[src/design/assert_macros.svh]
// Concurrent assertion helpers for the RTL.
// Each macro samples on the rising edge of clk_i and is idle while rst_ni is low.
`ifndef ASSERT_MACROS_SVH
`define ASSERT_MACROS_SVH

// The property must hold at every sampled edge outside reset.
`define ASSERT_CLK(label, prop, msg) \
  label: assert property (@(posedge clk_i) disable iff (!rst_ni) (prop)) else $error(msg);

// The condition must never be true at a sampled edge outside reset.
`define ASSERT_NEVER(label, cond, msg) \
  label: assert property (@(posedge clk_i) disable iff (!rst_ni) !(cond)) else $error(msg);

`endif

[src/design/cvl_pkg.sv]
package cvl_pkg;

  // List geometry.
  localparam int Depth = 16;
  localparam int IdxW  = (Depth > 1) ? $clog2(Depth) : 1;
  localparam int CntW  = $clog2(Depth + 1);

  // Field widths that the interface fixes.
  localparam int DataW = 32;
  localparam int PosW  = 5;
  localparam int CapW  = 5;
  localparam int OutCntW = 5;

  // Configuration register map (register index taken from paddr[2]).
  localparam logic RegCapacity = 1'b0;
  localparam logic [CapW-1:0] CapacityReset = CapW'(16);

  typedef logic [DataW-1:0] word_t;

  // Command codes.
  typedef enum logic [1:0] {
    OpInsert = 2'd0,
    OpRemove = 2'd1,
    OpFind   = 2'd2,
    OpGet    = 2'd3
  } op_e;

  // One command word.
  typedef struct packed {
    op_e                     op;
    logic signed [DataW-1:0] value;
    logic [PosW-1:0]         position;
  } req_t;

  // One result word.
  typedef struct packed {
    logic                    ok;
    logic signed [DataW-1:0] read_data;
    logic [OutCntW-1:0]      count;
  } rsp_t;

  // Control broadcast from the top level to every cell.
  typedef struct packed {
    logic            ins_en;
    logic            rem_en;
    word_t           value;
    logic [CntW-1:0] fill;
    logic [IdxW-1:0] rd_idx;
  } cell_ctl_t;

endpackage

[src/design/cvl_cell.sv]
module cvl_cell import cvl_pkg::*; (
  input  logic            clk_i,
  input  logic [IdxW-1:0] idx_i,
  input  cell_ctl_t       ctl_i,
  input  logic            hit_i,
  output logic            hit_o,
  input  word_t           next_i,
  output word_t           entry_o,
  input  word_t           rdata_i,
  output word_t           rdata_o
);

  word_t entry_q;
  logic  valid;
  logic  match;

  // The entry counts only below the fill level.
  assign valid = CntW'(idx_i) < ctl_i.fill;
  assign match = valid && (entry_q == ctl_i.value);

  // A hit at this cell or any lower one marks the first match and everything above it.
  assign hit_o = hit_i | match;

  // Append at the fill position, or take the upper neighbor's entry to close a gap.
  always_ff @(posedge clk_i) begin
    if (ctl_i.ins_en && (CntW'(idx_i) == ctl_i.fill)) begin
      entry_q <= ctl_i.value;
    end else if (ctl_i.rem_en && hit_o) begin
      entry_q <= next_i;
    end
  end

  assign entry_o = entry_q;

  // Read chain: the addressed cell drops its entry onto the chain.
  assign rdata_o = (idx_i == ctl_i.rd_idx) ? entry_q : rdata_i;

endmodule

[src/design/compacting_value_list.sv]
// Ordered list of signed 32-bit values, held in a row of cells.
// Commands come in on req_i and are taken at a rising edge where start is
// high and busy is low; busy stays low, so a command may be issued in every
// cycle. The four commands are insert (append if below capacity and depth),
// remove (delete the first equal entry and close the gap), find and get
// (1-based). Each command gives one result word on rsp_o, marked by done_o
// in the cycle after the command is taken: ok, read_data (nonzero only for
// a good get) and the count after the command. One command per cycle:
// every cell compares and shifts its own entry in the same cycle, and the
// first-match flag and the read data ripple once along the row of cells.
// The result is shown for exactly one cycle and the receiver cannot stall it.
// The capacity register lies at APB address 0; pready is always high.
// Reset empties the list and sets the capacity to 16; the stored values
// themselves are not cleared and need no clearing pass.
module compacting_value_list import cvl_pkg::*; (
  input  logic        clk_i,
  input  logic        rst_ni,
  input  logic        start,
  output logic        busy,
  input  req_t        req_i,
  output logic        done_o,
  output rsp_t        rsp_o,
  input  logic        psel,
  input  logic        penable,
  input  logic        pwrite,
  input  logic [2:0]  paddr,
  input  logic [31:0] pwdata,
  output logic [31:0] prdata,
  output logic        pready
);

  logic [CapW-1:0] capacity_q;
  logic [CntW-1:0] fill_q, fill_d;
  logic            done_q;
  rsp_t            rsp_q, rsp_d;

  logic            accept;
  logic            room;
  logic            pos_ok;
  logic            found;
  cell_ctl_t       ctl;

  logic  hit_chain   [Depth+1];
  word_t rdata_chain [Depth+1];
  word_t entry_w     [Depth];

  assign busy   = 1'b0;
  assign pready = 1'b1;
  assign accept = start && !busy;

  // Configuration register.
  always_ff @(posedge clk_i or negedge rst_ni) begin
    if (!rst_ni) begin
      capacity_q <= CapacityReset;
    end else if (psel && penable && pwrite && pready && (paddr[2] == RegCapacity)) begin
      capacity_q <= pwdata[CapW-1:0];
    end
  end

  assign prdata = (paddr[2] == RegCapacity) ? 32'(capacity_q) : 32'd0;

  // Room check against the smaller of capacity and depth.
  assign room   = (32'(fill_q) < 32'(capacity_q)) && (32'(fill_q) < 32'(Depth));
  assign pos_ok = (req_i.position != '0) && (32'(req_i.position) <= 32'(fill_q))
                  && (32'(req_i.position) <= 32'(Depth));

  // Broadcast word to the cells.
  always_comb begin
    ctl        = '0;
    ctl.ins_en = accept && (req_i.op == OpInsert) && room;
    ctl.rem_en = accept && (req_i.op == OpRemove);
    ctl.value  = word_t'(req_i.value);
    ctl.fill   = fill_q;
    ctl.rd_idx = IdxW'(32'(req_i.position) - 32'd1);
  end

  assign hit_chain[0]   = 1'b0;
  assign rdata_chain[0] = '0;

  // Row of cells, lowest position first.
  for (genvar i = 0; i < Depth; i++) begin : g_cell
    word_t next_w;
    if (i == Depth - 1) begin : g_last
      assign next_w = entry_w[i];
    end else begin : g_mid
      assign next_w = entry_w[i+1];
    end

    cvl_cell u_cell (
      .clk_i   (clk_i),
      .idx_i   (IdxW'(i)),
      .ctl_i   (ctl),
      .hit_i   (hit_chain[i]),
      .hit_o   (hit_chain[i+1]),
      .next_i  (next_w),
      .entry_o (entry_w[i]),
      .rdata_i (rdata_chain[i]),
      .rdata_o (rdata_chain[i+1])
    );
  end

  assign found = hit_chain[Depth];

  // Result and next fill level.
  always_comb begin
    fill_d        = fill_q;
    rsp_d.ok      = 1'b0;
    rsp_d.read_data = '0;
    case (req_i.op)
      OpInsert: begin
        if (room) begin
          fill_d   = fill_q + CntW'(1);
          rsp_d.ok = 1'b1;
        end
      end
      OpRemove: begin
        if (found) begin
          fill_d   = fill_q - CntW'(1);
          rsp_d.ok = 1'b1;
        end
      end
      OpFind: begin
        rsp_d.ok = found;
      end
      OpGet: begin
        if (pos_ok) begin
          rsp_d.ok        = 1'b1;
          rsp_d.read_data = rdata_chain[Depth];
        end
      end
      default: begin
        rsp_d.ok = 1'b0;
      end
    endcase
    rsp_d.count = OutCntW'(fill_d);
  end

  // Fill level and result strobe.
  always_ff @(posedge clk_i or negedge rst_ni) begin
    if (!rst_ni) begin
      fill_q <= '0;
      done_q <= 1'b0;
    end else begin
      done_q <= accept;
      if (accept) begin
        fill_q <= fill_d;
      end
    end
  end

  // Result word register.
  always_ff @(posedge clk_i) begin
    if (accept) begin
      rsp_q <= rsp_d;
    end
  end

  assign done_o = done_q;
  assign rsp_o  = rsp_q;

  // Checks on the list bookkeeping.
  `include "assert_macros.svh"

  `ASSERT_CLK(a_done_follows_cmd, accept |=> done_o, "result strobe missing after command")
  `ASSERT_NEVER(a_fill_bound, 32'(fill_q) > 32'(Depth), "fill level above depth")
  `ASSERT_CLK(a_remove_shrinks,
              (ctl.rem_en && found) |=> (fill_q == $past(fill_q) - CntW'(1)),
              "remove did not shrink list")
  `ASSERT_CLK(a_hit_needs_fill, found |-> (fill_q != '0), "match reported in empty list")

endmodule
[config.mk]
export PLATFORM = sky130hd
export DESIGN_NAME = compacting_value_list
export DESIGN_NICKNAME = d
export VERILOG_FILES = /design/src/design/cvl_pkg.sv /design/src/design/cvl_cell.sv /design/src/design/compacting_value_list.sv
export VERILOG_INCLUDE_DIRS = /design/src /design/src/design
export SDC_FILE = /design/constraint.sdc
export NUM_CORES = 1
export LEC_CHECK = 0
export BUFFER_PORTS_ARGS = -buffer_cell sky130_fd_sc_hd__buf_2
export CORE_MARGIN = 1.5
export CORE_UTILIZATION = 60
export DETAILED_ROUTE_END_ITERATION = 10
export PLACE_DENSITY_LB_ADDON = 0.15
export REMOVE_ABC_BUFFERS = 1
export SYNTH_ARGS = -nofsm -noshare
export SYNTH_HDL_FRONTEND = slang
export SYNTH_SLANG_ARGS = --single-unit
[constraint.sdc]
create_clock -name clk_i -period 8.8 [get_ports clk_i]
set_input_delay 1.76 -clock clk_i [delete_from_list [all_inputs] [get_ports clk_i]]
set_output_delay 1.76 -clock clk_i [all_outputs]
set_load 0.02 [all_outputs]
==> run metrics <==
largest net degree at the start of global routing 92; Placed Area approximately 37000 µm²; Avg Inst Size Synth 12.4 µm²; Slew headroom -9.03%; Core Area 59100 µm²; critical path class input port to flip-flop; Clk pin slew, worst setup/hold paths 60 ps; drt pass-1 iters 11; Cell variety after synth 79; status finished, violations left; initial core utilization 60.8%; CP top delay family simple AND/OR/NAND/NOR gates; min cycle time layout 5420 ps; Post-DP HPWL 97600 µm; vias in the first global route 25500; total gr overflow 0; clock power share 38.8%; sequential power share 45.0%; CTS tree built; CP max stage cell nor4_1; Total GRT Usage 43.3%; Row Count 89; highest clock rate 0.185 GHz; register area share after synthesis 46.7%; Clock Skews 28.8 ps; initial antenna violation count 2; Synth Flop Type edfxtp_1; Slew @ Worst Pin 1590 ps; Num CTS Buffers 61; Nets 2990; fillers approximately 4500; sw power approximately 1.9 mW; Pleak 12.7 nW; Max Cap Viol 1; Setup-failing EPs final 0; clock buffer depth 3; Worst-Skew Late Latency 670 ps; RD Place Congestion 1.05; post-CTS setup buffers 0; stages on the worst setup path 11; io pins 153; largest cells by area after synthesis edfxtp_1 46%, mux2_2 16%, xnor2_1 7.0%, xor2_1 5.5%, nand4_1 2.5%; Worst Slack Setup Final ~3400 ps; RSZ-0062 raised after global routing no; Crit path arrival time between 5000 and 6000 ps; Commonest cells post-synth 550 x edfxtp_1, 523 x mux2_2, 287 x xnor2_1; Hold Crit Depth 1; Tcrit/Tclk final 61.5%; Yosys reg bits around 560; clock sinks 561; final slew viol count 2; crit-path max cell delay 740 ps; Critical Path Start Type input port; Buf/Inv on CP 3; synthesis-to-finish area growth 7.41%; Cell Int Power ~4.8 mW; dpl ws 2920 ps; CTS root buf clkbuf_16; ys async rst share 1.96%; r2r worst-path depth 11; Multi-input gate area 17600 µm²; PostCTS Resize Cnt 0; combinational share of power 16.2%; Finished Core Util 65.3%; Synth area leader edfxtp_1; Hold Fails Final Rpt 0; setup TNS 0 ps; Worst Hold Margin 516 ps; first-pass GRT wire length 187000 µm; Avg WL per Cell 36.0 µm; YS warnings 0; power per cell area 174 nW/µm²; most numerous cell in the Yosys netlist edfxtp_1; total power ~6.7 mW; Die W 248 µm; Die Height 248 µm; DRC errors left 15; violated checks design-rule violations, max-capacitance violations, max-slew violations; post-synthesis cell count approximately 2900; final wirelength ~130000 µm; top-area cell type share of the netlist area around 46%; worst-path fanout max 24; layout cells sized above 1 30.4%; DP Cell Count 3602; remaining antenna violation count after routing 0; maximum vdd drop between 0.15 and 0.2 mV; via count 26700; vias per inst 7.17; HP Class flip-flop to flip-flop; Net Sw Frac 28.9%; 1st-iter DRT viols 3620; number of port buffers 94; CP Capture Type flip-flop; die area around 60000 µm²; synthesized area approximately 36000 µm²; cts hold-fix bufs 0; number of flops mapped to enable cells by yosys 550; Final Non-Filler Cells 3721; worst path required time 9120 ps; Post-Layout Inst Area 38600 µm²; Register Area 16800 µm²; CP Cell Sequence buf_2 > buf_4 > xor2_1 > nor4_1 > nand3_1 > nor4_1 > nor3_1 > nand4b_1 > nor2b_1 > o21ai_2 > buf_4; H-tree Lvls 2
[layout make-up]
| type | count | area share, % |
|---|---|---|
| timing repair buffer | 191 | 3.15 |
| clock buffer | 84 | 4.33 |
| sequential | 561 | 43.5 |
| antenna | 3 | 0.0194 |
| multi-input combinational | 2059 | 45.6 |
| clock inverter | 31 | 0.739 |
| tap | 773 | 2.50 |
| inverter | 19 | 0.185 |
[placed cells by master (no fill, tap or decap), drive strengths merged, types with 5 or more instances in the layout]
master,count
nand4b,10
nand3,64
xnor2,287
buf,190
nor3b,5
ha,17
nand4,152
a21o,6
nand2,72
or4,16
mux4,27
a21oi,33
clkinv,23
o221ai,7
inv,20
and3,7
nor2,76
a211oi,28
xor2,227
nor4b,8
dfrtp,10
bufinv,5
a221oi,28
conb,29
o22ai,57
nor4,105
mux2i,16
mux2,543
nand2b,7
or3,8
a22oi,29
nor3,63
clkbuf,85
edfxtp,550
o21ai,42
a2111oi,26
nor2b,10
[registers in the layout (all words and copies together) (netlist names)]
signal / cells
g_cell.u_cell.entry_o: 512
done_o: 1
rsp_o: 38
capacity_q: 5
fill_q: 5
[cells by family (layout without fill, tap and decap cells)]
logic type	after synthesis	after routing	share of synthesized area, %
buf+inv	303	325	5.00
xor+xnor	514	514	12.5
flops	561	561	46.7
fa+ha+maj	17	17	0.592
mux	586	586	19.1
simple gates	617	617	10.1
compound gates	296	296	5.91
other cells	2	32	0.0209
[routing by layer]
metal	track usage [%]	vias to the layer above	wire, µm	part of all wire (%)
met5	0.0795	-	0	0
met1	54.1	13300	48100	36
met3	11.1	449	14800	11
met4	27.8	0	10500	7.9
li1	-	11100	-	-
met2	67.1	1805	60400	45
[final timing paths]
check	start	end	slack [ps]
min	capacity_q[3]	capacity_q[3]	520
max	req_i[22]	g_cell[12].u_cell.entry_o[23]	3380
min reg2reg	capacity_q[3]	capacity_q[3]	520
min in group asynchronous	rst_ni	capacity_q[2]	1000
max in group asynchronous	rst_ni	capacity_q[4]	7500
max reg2reg	fill_q[1]	g_cell[11].u_cell.entry_o[23]	4070
[power by group through the flow]
stage          Combinational, mW  Sequential [mW]  Clock, mW
2_1_floorplan              0.485             3.10          0
3_3_place_gp                1.03             3.07          0
3_5_place_dp                1.03             3.07          0
4_1_cts                     1.04             3.02       2.59
5_1_grt                     1.11             3.02       2.68
6_report                    1.08             3.02       2.60
No activity file was read; power rests on OpenSTA's default activity.
